--- config.mk ---
export PLATFORM = sky130hd
export DESIGN_NAME = rotating_sprite_multiplexer_core
export DESIGN_NICKNAME = d
export VERILOG_FILES = /design/src/design/rsm_pkg.sv /design/src/design/rotating_sprite_multiplexer_core.sv /design/src/design/rsm_fifo.sv /design/src/design/rsm_front.sv /design/src/design/rsm_back.sv
export SDC_FILE = /design/constraint.sdc
export NUM_CORES = 1
export LEC_CHECK = 0
export BUFFER_PORTS_ARGS = -buffer_cell sky130_fd_sc_hd__buf_2
export CORE_MARGIN = 5
export CORE_UTILIZATION = 45
export CTS_CLUSTER_SIZE = 14
export DETAILED_ROUTE_END_ITERATION = 7
export PLACE_DENSITY = 0.72
export SKIP_CTS_REPAIR_TIMING = 1
export SLEW_MARGIN = 15
export SYNTH_ARGS = -nofsm -noshare
export SYNTH_HDL_FRONTEND = slang
export SYNTH_HIERARCHICAL = 1
export SYNTH_SLANG_ARGS = --single-unit
--- constraint.sdc ---
create_clock -name i_clk -period 11.9 [get_ports i_clk]
set_input_delay 0.595 -clock i_clk [delete_from_list [all_inputs] [get_ports i_clk]]
set_output_delay 0.595 -clock i_clk [all_outputs]
set_load 0.02 [all_outputs]
--- src/design/rsm_pkg.sv ---
// Shared types, constants and the colour row table of the sprite multiplexer.
// No dependencies.
`default_nettype none

package rsm_pkg;

    // Register reset values and fixed limits
    localparam logic [7:0] DISABLED_LINE_RST = 8'd216;
    localparam logic [4:0] SCAN_STRIDE_RST   = 5'd7;
    localparam logic [4:0] FRAME_ADVANCE_RST = 5'd19;
    localparam logic [5:0] PLANE_BUDGET_RST  = 6'd32;
    localparam logic [5:0] MAX_PLANES        = 6'd32;
    localparam logic [7:0] HIDDEN_Y          = 8'd216;   // y of every entry after reset
    localparam int         COLOUR_CODES      = 7;
    localparam int         IDX_W             = 6;        // wide enough for 64 entries
    localparam int         RAW_INDEX_VALUES  = 32;       // codes of a 5-bit index field

    localparam logic MODE_WRITE = 1'b0;
    localparam logic MODE_FRAME = 1'b1;

    typedef enum logic [1:0] {
        REG_DISABLED_LINE = 2'd0,
        REG_SCAN_STRIDE   = 2'd1,
        REG_FRAME_ADVANCE = 2'd2,
        REG_PLANE_BUDGET  = 2'd3
    } t_reg_idx;

    typedef struct packed {
        logic [7:0] disabled_line;
        logic [4:0] scan_stride;
        logic [4:0] frame_advance;
        logic [5:0] plane_budget;
    } t_cfg;

    typedef struct packed {
        logic       mode;
        logic [4:0] entry_index;
        logic [7:0] pos_y;
        logic [7:0] pos_x;
        logic [7:0] first_pattern;
        logic [2:0] first_colour;
        logic [1:0] plane_count;
        logic [7:0] second_pattern;
        logic [2:0] second_colour;
    } t_in_item;

    typedef struct packed {
        logic        plane_valid;
        logic [4:0]  plane_slot;
        logic [7:0]  out_y;
        logic [7:0]  out_x;
        logic [7:0]  out_pattern;
        logic [2:0]  out_colour_code;
        logic [63:0] colour_rows_low;
        logic [63:0] colour_rows_high;
        logic        last_plane;
    } t_out_item;

    // One virtual sprite as held in the table
    typedef struct packed {
        logic [7:0] y;
        logic [7:0] x;
        logic [7:0] pat0;
        logic [2:0] col0;
        logic       two;      // sprite uses two planes
        logic [7:0] pat1;
        logic [2:0] col1;
    } t_entry;

    // Classified request handed from front to back
    typedef struct packed {
        logic             frame;
        logic [IDX_W-1:0] index;
        logic [IDX_W-1:0] stride;
        logic [IDX_W-1:0] advance;
        logic [5:0]       budget;
        t_entry           entry;
    } t_cmd;

    // 16 colour bytes of a code, row 0 in the low byte; {rows 15..8, rows 7..0}
    function automatic logic [127:0] colour_rows(input logic [2:0] code);
        logic [127:0] rows;
        rows = '0;
        case (code)
            3'd0:    rows = {16{8'h02}};
            3'd1:    rows = {16{8'h04}};
            3'd2:    rows = {16{8'h08}};
            3'd3:    rows = {16{8'h0A}};
            3'd4:    rows = {16{8'h41}};
            3'd5:    rows = {64'h0404040404040504, 64'h0505050507070504};
            3'd6:    rows = {64'h0C0C0C0C0C0C020C, 64'h020202020303020C};
            default: rows = '0;
        endcase
        if (int'(code) >= COLOUR_CODES) begin
            rows = '0;
        end
        return rows;
    endfunction

endpackage

`default_nettype wire

--- src/design/rotating_sprite_multiplexer_core.sv ---
// Rotating-priority sprite multiplexer: top level with configuration registers.
// Depends on rsm_pkg, rsm_front, rsm_fifo and rsm_back.
//
//   channel   direction  handshake                      payload
//   input     in         i_in_valid / o_in_stall        i_in_item  (rsm_pkg::t_in_item)
//   output    out        o_out_valid / i_out_stall      o_out_item (rsm_pkg::t_out_item)
//   config    in         psel, penable, pwrite, pready  paddr, pwdata, prdata
//
// A table write is taken by the back end while idle. A frame is dispatched, then the
// scan visits at most TABLE_ENTRIES entries plus the second planes of two-plane sprites,
// then closes (end of scan seen, final result); the scan walks the single table read port.
// Reset is synchronous and active low; the table reads as hidden until written.
// A held output stalls the scan only when a new result needs the output register;
// the two-entry request queue keeps the input side open while a frame runs.
`default_nettype none

module rotating_sprite_multiplexer_core #(
    parameter int TABLE_ENTRIES = 32
) (
    input  wire logic               i_clk,
    input  wire logic               i_rst_n,
    // configuration port
    input  wire logic               psel,
    input  wire logic               penable,
    input  wire logic               pwrite,
    input  wire logic [3:0]         paddr,
    input  wire logic [31:0]        pwdata,
    output logic      [31:0]        prdata,
    output logic                    pready,
    // request input
    input  wire logic               i_in_valid,
    output logic                    o_in_stall,
    input  wire rsm_pkg::t_in_item  i_in_item,
    // result output
    output logic                    o_out_valid,
    input  wire logic               i_out_stall,
    output rsm_pkg::t_out_item      o_out_item
);

    localparam int IW = (TABLE_ENTRIES > 1) ? $clog2(TABLE_ENTRIES) : 1;
    localparam int CMD_W = $bits(rsm_pkg::t_cmd);

    rsm_pkg::t_cfg     r_cfg;
    rsm_pkg::t_reg_idx w_reg;
    rsm_pkg::t_cmd     w_front_cmd;
    rsm_pkg::t_cmd     w_back_cmd;
    logic              w_cmd_valid;
    logic              w_cmd_stall;
    logic              w_cfg_wr;

    // ---------------------------------------------------------------
    // Configuration registers, 4 bytes apart; the block does not enforce it, but they are to be written only while idle
    // ---------------------------------------------------------------
    assign pready   = 1'b1;
    assign w_reg    = rsm_pkg::t_reg_idx'(paddr[3:2]);
    assign w_cfg_wr = psel && penable && pwrite && pready;

    always_ff @(posedge i_clk) begin
        if (!i_rst_n) begin
            r_cfg.disabled_line <= rsm_pkg::DISABLED_LINE_RST;
            r_cfg.scan_stride   <= rsm_pkg::SCAN_STRIDE_RST;
            r_cfg.frame_advance <= rsm_pkg::FRAME_ADVANCE_RST;
            r_cfg.plane_budget  <= rsm_pkg::PLANE_BUDGET_RST;
        end else if (w_cfg_wr) begin
            case (w_reg)
                rsm_pkg::REG_DISABLED_LINE: r_cfg.disabled_line <= pwdata[7:0];
                rsm_pkg::REG_SCAN_STRIDE:   r_cfg.scan_stride   <= pwdata[4:0];
                rsm_pkg::REG_FRAME_ADVANCE: r_cfg.frame_advance <= pwdata[4:0];
                rsm_pkg::REG_PLANE_BUDGET:  r_cfg.plane_budget  <= pwdata[5:0];
                default: ;
            endcase
        end
    end

    always_comb begin
        case (w_reg)
            rsm_pkg::REG_DISABLED_LINE: prdata = 32'(r_cfg.disabled_line);
            rsm_pkg::REG_SCAN_STRIDE:   prdata = 32'(r_cfg.scan_stride);
            rsm_pkg::REG_FRAME_ADVANCE: prdata = 32'(r_cfg.frame_advance);
            rsm_pkg::REG_PLANE_BUDGET:  prdata = 32'(r_cfg.plane_budget);
            default:                    prdata = '0;
        endcase
    end

    // ---------------------------------------------------------------
    // Front: reduce indexes mod table size, snapshot frame settings
    // ---------------------------------------------------------------
    rsm_front #(
        .TABLE_ENTRIES (TABLE_ENTRIES),
        .IW            (IW)
    ) u_front (
        .i_item (i_in_item),
        .i_cfg  (r_cfg),
        .o_cmd  (w_front_cmd)
    );

    // Request queue: writes and frames stay in order
    rsm_fifo #(
        .WIDTH (CMD_W),
        .DEPTH (2)
    ) u_queue (
        .i_clk      (i_clk),
        .i_rst_n    (i_rst_n),
        .i_wr_valid (i_in_valid),
        .o_wr_stall (o_in_stall),
        .i_wr_data  (w_front_cmd),
        .o_rd_valid (w_cmd_valid),
        .i_rd_stall (w_cmd_stall),
        .o_rd_data  (w_back_cmd)
    );

    // ---------------------------------------------------------------
    // Back: table, scan and output register
    // ---------------------------------------------------------------
    rsm_back #(
        .TABLE_ENTRIES (TABLE_ENTRIES),
        .IW            (IW)
    ) u_back (
        .i_clk           (i_clk),
        .i_rst_n         (i_rst_n),
        .i_cmd_valid     (w_cmd_valid),
        .o_cmd_stall     (w_cmd_stall),
        .i_cmd           (w_back_cmd),
        .i_disabled_line (r_cfg.disabled_line),
        .o_out_valid     (o_out_valid),
        .i_out_stall     (i_out_stall),
        .o_out_item      (o_out_item)
    );

endmodule

`default_nettype wire

--- src/design/rsm_fifo.sv ---
// Small request queue between the front and back of the sprite multiplexer.
// Generic width and depth; no package dependency.
`default_nettype none

module rsm_fifo #(
    parameter int WIDTH = 8,
    parameter int DEPTH = 2
) (
    input  wire logic             i_clk,
    input  wire logic             i_rst_n,
    input  wire logic             i_wr_valid,
    output logic                  o_wr_stall,
    input  wire logic [WIDTH-1:0] i_wr_data,
    output logic                  o_rd_valid,
    input  wire logic             i_rd_stall,
    output logic      [WIDTH-1:0] o_rd_data
);

    localparam int PW = (DEPTH > 1) ? $clog2(DEPTH) : 1;
    localparam int CW = $clog2(DEPTH + 1);

    logic [WIDTH-1:0] r_mem [DEPTH];
    logic [PW-1:0]    r_wr_ptr, n_wr_ptr;
    logic [PW-1:0]    r_rd_ptr, n_rd_ptr;
    logic [CW-1:0]    r_count,  n_count;
    logic             w_push, w_pop;

    assign o_wr_stall = (r_count == CW'(DEPTH));
    assign o_rd_valid = (r_count != '0);
    assign o_rd_data  = r_mem[r_rd_ptr];
    assign w_push     = i_wr_valid && !o_wr_stall;
    assign w_pop      = o_rd_valid && !i_rd_stall;

    always_comb begin
        n_wr_ptr = r_wr_ptr;
        n_rd_ptr = r_rd_ptr;
        n_count  = r_count;
        if (w_push) begin
            n_wr_ptr = (r_wr_ptr == PW'(DEPTH - 1)) ? '0 : r_wr_ptr + 1'b1;
        end
        if (w_pop) begin
            n_rd_ptr = (r_rd_ptr == PW'(DEPTH - 1)) ? '0 : r_rd_ptr + 1'b1;
        end
        if (w_push && !w_pop) begin
            n_count = r_count + 1'b1;
        end else if (w_pop && !w_push) begin
            n_count = r_count - 1'b1;
        end
    end

    always_ff @(posedge i_clk) begin
        if (!i_rst_n) begin
            r_wr_ptr <= '0;
            r_rd_ptr <= '0;
            r_count  <= '0;
        end else begin
            r_wr_ptr <= n_wr_ptr;
            r_rd_ptr <= n_rd_ptr;
            r_count  <= n_count;
        end
    end

    always_ff @(posedge i_clk) begin
        if (w_push) begin
            r_mem[r_wr_ptr] <= i_wr_data;
        end
    end

endmodule

`default_nettype wire

--- src/design/rsm_front.sv ---
// Front end: classifies an input item into a table write or a frame request.
// Depends on rsm_pkg.
`default_nettype none

module rsm_front #(
    parameter int TABLE_ENTRIES = 32,
    parameter int IW            = 5
) (
    input  wire rsm_pkg::t_in_item i_item,
    input  wire rsm_pkg::t_cfg     i_cfg,
    output rsm_pkg::t_cmd          o_cmd
);

    localparam int CW = rsm_pkg::IDX_W;

    // value mod TABLE_ENTRIES for every 5-bit code
    logic [IW-1:0] w_mod_lut [rsm_pkg::RAW_INDEX_VALUES];

    for (genvar gv = 0; gv < rsm_pkg::RAW_INDEX_VALUES; gv++) begin : g_mod_lut
        assign w_mod_lut[gv] = IW'(gv % TABLE_ENTRIES);
    end

    always_comb begin
        o_cmd         = '0;
        o_cmd.frame   = (i_item.mode == rsm_pkg::MODE_FRAME);
        o_cmd.index   = CW'(w_mod_lut[i_item.entry_index]);
        o_cmd.stride  = CW'(w_mod_lut[i_cfg.scan_stride]);
        o_cmd.advance = CW'(w_mod_lut[i_cfg.frame_advance]);
        o_cmd.budget  = (i_cfg.plane_budget > rsm_pkg::MAX_PLANES) ?
                        rsm_pkg::MAX_PLANES : i_cfg.plane_budget;
        o_cmd.entry.y    = i_item.pos_y;
        o_cmd.entry.x    = i_item.pos_x;
        o_cmd.entry.pat0 = i_item.first_pattern;
        o_cmd.entry.col0 = i_item.first_colour;
        o_cmd.entry.two  = i_item.plane_count[1];   // codes 2 and 3
        o_cmd.entry.pat1 = i_item.second_pattern;
        o_cmd.entry.col1 = i_item.second_colour;
    end

endmodule

`default_nettype wire

--- src/design/rsm_back.sv ---
// Back end: sprite table, rotating scan and result output register.
// Depends on rsm_pkg.
`default_nettype none

module rsm_back #(
    parameter int TABLE_ENTRIES = 32,
    parameter int IW            = 5
) (
    input  wire logic              i_clk,
    input  wire logic              i_rst_n,
    input  wire logic              i_cmd_valid,
    output logic                   o_cmd_stall,
    input  wire rsm_pkg::t_cmd     i_cmd,
    input  wire logic [7:0]        i_disabled_line,
    output logic                   o_out_valid,
    input  wire logic              i_out_stall,
    output rsm_pkg::t_out_item     o_out_item
);

    localparam int VW = $clog2(TABLE_ENTRIES + 1);

    typedef enum logic [2:0] {
        ST_IDLE = 3'b001,
        ST_SCAN = 3'b010,
        ST_DONE = 3'b100
    } t_state;

    typedef struct packed {
        logic [4:0] slot;
        logic [7:0] y;
        logic [7:0] x;
        logic [7:0] pattern;
        logic [2:0] code;
    } t_plane;

    t_state            r_state, n_state;
    rsm_pkg::t_entry   r_table [TABLE_ENTRIES];
    logic [TABLE_ENTRIES-1:0] r_vld, n_vld;
    logic [IW-1:0]     r_scan_start, n_scan_start;
    logic [IW-1:0]     r_idx, n_idx;
    logic [IW-1:0]     r_stride, n_stride;
    logic [IW-1:0]     r_adv, n_adv;
    logic [5:0]        r_remain, n_remain;
    logic [VW-1:0]     r_visits, n_visits;
    logic [4:0]        r_slot, n_slot;
    logic              r_second, n_second;
    logic              r_hold_valid, n_hold_valid;
    t_plane            r_hold, n_hold;
    logic              r_out_valid, n_out_valid;
    rsm_pkg::t_out_item r_out, n_out;

    rsm_pkg::t_entry   w_ent;
    logic              w_out_free, w_can_put, w_visible, w_fits, w_scan_end;
    logic [IW:0]       w_idx_sum, w_start_sum;
    logic [IW-1:0]     w_next_idx, w_next_start;
    logic              w_tbl_we;
    logic [IW-1:0]     w_tbl_idx;
    t_plane            w_plane;

    function automatic rsm_pkg::t_out_item plane_result(input t_plane p, input logic last);
        rsm_pkg::t_out_item o;
        logic [127:0]       rows;
        rows              = rsm_pkg::colour_rows(p.code);
        o.plane_valid     = 1'b1;
        o.plane_slot      = p.slot;
        o.out_y           = p.y;
        o.out_x           = p.x;
        o.out_pattern     = p.pattern;
        o.out_colour_code = p.code;
        o.colour_rows_low = rows[63:0];
        o.colour_rows_high = rows[127:64];
        o.last_plane      = last;
        return o;
    endfunction

    // entry at the scan pointer; never-written entries read as hidden
    always_comb begin
        w_ent = '0;
        w_ent.y = rsm_pkg::HIDDEN_Y;
        if (r_vld[r_idx]) begin
            w_ent = r_table[r_idx];
        end
    end

    assign w_out_free = !r_out_valid || !i_out_stall;
    assign w_can_put  = !r_hold_valid || w_out_free;
    assign w_visible  = (w_ent.y != i_disabled_line);
    assign w_fits     = w_ent.two ? (r_remain >= 6'd2) : (r_remain != '0);
    assign w_scan_end = (r_visits == VW'(TABLE_ENTRIES)) || (r_remain == '0);

    assign w_idx_sum    = {1'b0, r_idx} + {1'b0, r_stride};
    assign w_next_idx   = (w_idx_sum >= (IW+1)'(TABLE_ENTRIES)) ?
                          IW'(w_idx_sum - (IW+1)'(TABLE_ENTRIES)) : w_idx_sum[IW-1:0];
    assign w_start_sum  = {1'b0, r_scan_start} + {1'b0, r_adv};
    assign w_next_start = (w_start_sum >= (IW+1)'(TABLE_ENTRIES)) ?
                          IW'(w_start_sum - (IW+1)'(TABLE_ENTRIES)) : w_start_sum[IW-1:0];

    assign o_cmd_stall = (r_state != ST_IDLE);
    assign w_tbl_idx   = i_cmd.index[IW-1:0];
    assign w_tbl_we    = (r_state == ST_IDLE) && i_cmd_valid && !i_cmd.frame;

    always_comb begin
        w_plane.slot    = r_slot;
        w_plane.y       = w_ent.y;
        w_plane.x       = w_ent.x;
        w_plane.pattern = r_second ? w_ent.pat1 : w_ent.pat0;
        w_plane.code    = r_second ? w_ent.col1 : w_ent.col0;
    end

    always_comb begin
        n_state      = r_state;
        n_vld        = r_vld;
        n_scan_start = r_scan_start;
        n_idx        = r_idx;
        n_stride     = r_stride;
        n_adv        = r_adv;
        n_remain     = r_remain;
        n_visits     = r_visits;
        n_slot       = r_slot;
        n_second     = r_second;
        n_hold_valid = r_hold_valid;
        n_hold       = r_hold;
        n_out_valid  = r_out_valid && i_out_stall;
        n_out        = r_out;

        case (r_state)
            ST_IDLE: begin
                if (i_cmd_valid) begin
                    if (i_cmd.frame) begin
                        n_idx        = r_scan_start;
                        n_stride     = i_cmd.stride[IW-1:0];
                        n_adv        = i_cmd.advance[IW-1:0];
                        n_remain     = i_cmd.budget;
                        n_visits     = '0;
                        n_slot       = '0;
                        n_second     = 1'b0;
                        n_hold_valid = 1'b0;
                        n_state      = ST_SCAN;
                    end else begin
                        n_vld[w_tbl_idx] = 1'b1;
                    end
                end
            end
            ST_SCAN: begin
                if (r_second || (!w_scan_end && w_visible && w_fits)) begin
                    // a plane is due; it waits in the hold stage until the next
                    // one or the end of the scan tells whether it is the last
                    if (w_can_put) begin
                        if (r_hold_valid) begin
                            n_out_valid = 1'b1;
                            n_out       = plane_result(r_hold, 1'b0);
                        end
                        n_hold       = w_plane;
                        n_hold_valid = 1'b1;
                        n_slot       = r_slot + 1'b1;
                        n_remain     = r_remain - 1'b1;
                        if (!r_second && w_ent.two) begin
                            n_second = 1'b1;
                        end else begin
                            n_second = 1'b0;
                            n_idx    = w_next_idx;
                            n_visits = r_visits + 1'b1;
                        end
                    end
                end else if (w_scan_end) begin
                    n_state = ST_DONE;
                end else begin
                    n_idx    = w_next_idx;
                    n_visits = r_visits + 1'b1;
                end
            end
            ST_DONE: begin
                if (w_out_free) begin
                    n_out_valid = 1'b1;
                    if (r_hold_valid) begin
                        n_out = plane_result(r_hold, 1'b1);
                    end else begin
                        n_out            = '0;
                        n_out.last_plane = 1'b1;
                    end
                    n_hold_valid = 1'b0;
                    n_scan_start = w_next_start;
                    n_state      = ST_IDLE;
                end
            end
            default: begin
                n_state = ST_IDLE;
            end
        endcase
    end

    always_ff @(posedge i_clk) begin
        if (!i_rst_n) begin
            r_state      <= ST_IDLE;
            r_vld        <= '0;
            r_scan_start <= '0;
            r_second     <= 1'b0;
            r_hold_valid <= 1'b0;
            r_out_valid  <= 1'b0;
        end else begin
            r_state      <= n_state;
            r_vld        <= n_vld;
            r_scan_start <= n_scan_start;
            r_second     <= n_second;
            r_hold_valid <= n_hold_valid;
            r_out_valid  <= n_out_valid;
        end
    end

    always_ff @(posedge i_clk) begin
        r_idx    <= n_idx;
        r_stride <= n_stride;
        r_adv    <= n_adv;
        r_remain <= n_remain;
        r_visits <= n_visits;
        r_slot   <= n_slot;
        r_hold   <= n_hold;
        r_out    <= n_out;
        if (w_tbl_we) begin
            r_table[w_tbl_idx] <= i_cmd.entry;
        end
    end

    assign o_out_valid = r_out_valid;
    assign o_out_item  = r_out;

endmodule

`default_nettype wire

==> results list <==
* Run status: finished clean
* Area of the mapped netlist: 61,300 µm²
* Layout Utilization: 0.503
- Post-route clock skew: 38.2 ps
- In this run the remaining antenna-violating nets after routing total 0.
- At the worst endpoint, the required time is 12,420 ps.
- In this run the vertical extent of the chip is 379 µm.
* Critical Path Stages: 12
* Min-delay worst type: primary input to flop
- Summed over all layers, the routed wires come to 139 mm.
* Tcrit/Tclk final: 0.514
- Walking the worst path, the cells encountered are buf_4 -> mux4_2 -> mux4_2 -> mux2_2 -> or4b_1 -> o22ai_1 -> o32ai_1 -> a211oi_2 -> nor2_1 -> nor2_1 -> o21ai_0 -> buf_4.
- The share of total power dissipated in combinational logic is 0.242.
* Floorplan die area: 144,000 µm²
- Of the total power, the clock network draws 0.302.
- First-pass GRT wire length: 199 mm
- First-pass iteration count of the detailed router: 7
- STA classifies the critical path endpoint as a flop.
- Entering global routing, the biggest net connects 104 pins.
- Clock latency on the worst-skew pair, taken at its later pin, is 770 ps.
* Internal: 0.0108 W
- For this run, the slowest stage of the critical path takes 1040 ps.
- Clock tree synthesis selected as its root buffer the cell sky130_fd_sc_hd__clkbuf_16.
* Unrepaired setup endpoints after global routing: false
- The worst setup path is launched from a flop.
- The smallest clock period supported by the final layout is computed as 6120 ps.
- The worst register-to-register path ends at u_back/r_remain[3].
- Final setup fails: 0
- TritonCTS clock tree: yes
* TritonCTS buffer count: 152
* Mapped Avg Cell Area: 20.7 µm²
- In this run the static leakage power is 21.8 nW.
- Antenna violations before repair: 9
- Maximum VDD drop: 0.204 mV
* Site row count: 135
- Final TNS setup: 0 ps
- Setup crit end: u_back/r_remain[3]
- For this design the total switching power over the nets is 0.00430 W.
- The worst setup path is of the flop to flop kind.
- Among all stages on the critical path, the largest delay is contributed by sky130_fd_sc_hd__dfxtp_4.
* Residual overflow from global routing: 0
- Maximum level of the CTS H-tree: 4
- Sw Share: 0.286
- For the worst flop-to-flop path, the logic depth is 12.
* Post-synthesis instance total: 2,964
- Measured against its own limit, the worst slew margin works out to 0.252.
- Kind of cell with the highest combined delay on the critical path: multiplexers
- In the final layout, the share of cells above drive strength 1 is 0.293.
- GP Congestion: 0.780
- The share of total power dissipated in sequential elements is 0.455.
- The number of pins with negative max-slew slack in the final report came to 0.
* Overall die width: 379 µm
- Clock-pin slew was measured on the worst setup and hold paths at 60 ps.
- In this run, the number of DRC markers left after iteration 0 of detailed routing was 3,599.
- For this run, the total global-route usage over all layers was measured as 0.193.
* Slew at the pin closest to its max-slew limit: 1120 ps
* Critical path fanouts, max: 64
- The area growth from synthesis to layout is 11.3%.
* Worst path buffer plus inverter count: 2
* Detail-routed via count per cell: 5.77
- Derived from the worst setup path, the maximum achievable clock frequency is 0.163 GHz.
- Buffers placed on the I/O ports in this run total 185.
* YS warnings: 6
* Via count: 28,900
- For this run, design rule violations remaining after detail routing come to 0.
* Data arrival at the endpoint of the critical path: 6640 ps
* Sinks on the clock net: 1,555
- The clock passes through at most 3 buffers.
- Hold Fails Final Rpt: 0
- Floorplan core area: 135,000 µm²
- Max-capacitance violation count: 0
- Dividing the detail-routed wire length by the instance count gives 27.8 µm.
* Initial cell density of the core: 0.452
- The via count of the first global-routing pass came to 28,600.
* Top-level I/O count: 286
* Setup slack of the most critical reg-to-reg path: 5780 ps
* Number of nets in the final layout: 3,214
- The wire-length estimate of the detail-placed layout is 73.0 mm.
- Power spread over the standard cell area amounts to 221 nW/µm².
placed cells by master, fill, tap and decap left out, drive strengths merged, types with 4 or more instances in the layout:
cell type,n
a21o,6
a21oi,24
a22oi,18
and2,38
and3,4
buf,239
clkbuf,199
clkinv,66
clkinvlp,4
conb,73
dfxtp,77
dlygate4sd3,13
edfxtp,1478
ha,15
inv,33
mux2,67
mux2i,85
mux4,384
nand2,70
nand2b,14
nand3,19
nand3b,4
nor2,153
nor2b,31
nor3,9
nor3b,5
nor4,4
o211ai,4
o21ai,20
o31ai,4
or2,5
xnor2,11
xor2,16
area by class of cell:
type	count	area, µm²
diodes	1	2.50
clock inverters	77	672
well taps	1781	2230
repair buffers	252	1470
clock buffers	199	4060
fillers	10500	67300
multi-input cells	1118	13700
flip-flops and latches	1555	45900
inverters	29	109
per-stage QoR:
| stage | cells | hold slack, ps | area [µm²] | total power [W] | setup slack, ps |
|---|---|---|---|---|---|
| detailed placement | 4722 | 457 | 63300 | 0.0106 | 5750 |
| floorplan | 3034 | 439 | 61600 | 0.00957 | 5110 |
| global route | 5011 | 0.161 | 68200 | 0.0157 | 5290 |
| finish | 5012 | 27.2 | 68200 | 0.0151 | 5780 |
| CTS | 4998 | -31.7 | 68100 | 0.0152 | 5720 |
| global placement | 4722 | 449 | 63300 | 0.0106 | 5730 |
worst min-delay path by stage:
stage                           startpoint              endpoint  slack (ps)  depth (start not counted)
final                        i_in_item[38]  u_queue/r_mem[1][37]          30                          1
after global routing         i_in_item[43]  u_queue/r_mem[1][60]         0.2                          1
after CTS                    i_in_item[27]  u_queue/r_mem[0][26]         -30                          1
after detailed placement   u_back/r_vld[2]       u_back/r_vld[2]         460                          2
after global placement    u_back/r_vld[17]      u_back/r_vld[17]         450                          2
after floorplan                   r_cfg[1]              r_cfg[1]         440                          2
flip-flops by register name, indices dropped and copies added (netlist names), 6 cells and up, named ones only:
name and count:
u_back/r_hold 32, u_back/o_out_item 44, u_back/r_remain 6, u_back/r_visits 6, u_back/r_table 1248, u_back/r_vld 32
r_cfg 24, u_queue/r_mem 122
power by group through the flow:
stage / Sequential (W) / Combinational [W] / Clock, W
finish: 0.00685 / 0.00365 / 0.00455
detailed placement: 0.00698 / 0.00364 / 0
global placement: 0.00697 / 0.00359 / 0
global route: 0.00689 / 0.00390 / 0.00488
floorplan: 0.00674 / 0.00283 / 0
CTS: 0.00686 / 0.00366 / 0.00464
routing by layer:
| layer | GRT usage | share of wire |
|---|---|---|
| met1 | 0.271 | 0.39 |
| met2 | 0.307 | 0.48 |
| met3 | 0.0429 | 0.098 |
| met4 | 0.0596 | 0.028 |
| met5 | 0 | 0.00020 |
worst reg2reg max path: stages, from the launching register on:
cell	delay, ps
sky130_fd_sc_hd__dfxtp_4	1040
sky130_fd_sc_hd__buf_4	870
sky130_fd_sc_hd__mux4_2	630
sky130_fd_sc_hd__mux4_2	500
sky130_fd_sc_hd__mux2_2	340
sky130_fd_sc_hd__or4b_1	490
sky130_fd_sc_hd__o22ai_1	140
sky130_fd_sc_hd__o32ai_1	130
sky130_fd_sc_hd__a211oi_2	400
sky130_fd_sc_hd__nor2_1	110
sky130_fd_sc_hd__nor2_1	430
sky130_fd_sc_hd__o21ai_0	480
sky130_fd_sc_hd__buf_4	310
No activity file was read; power rests on OpenSTA's default activity.
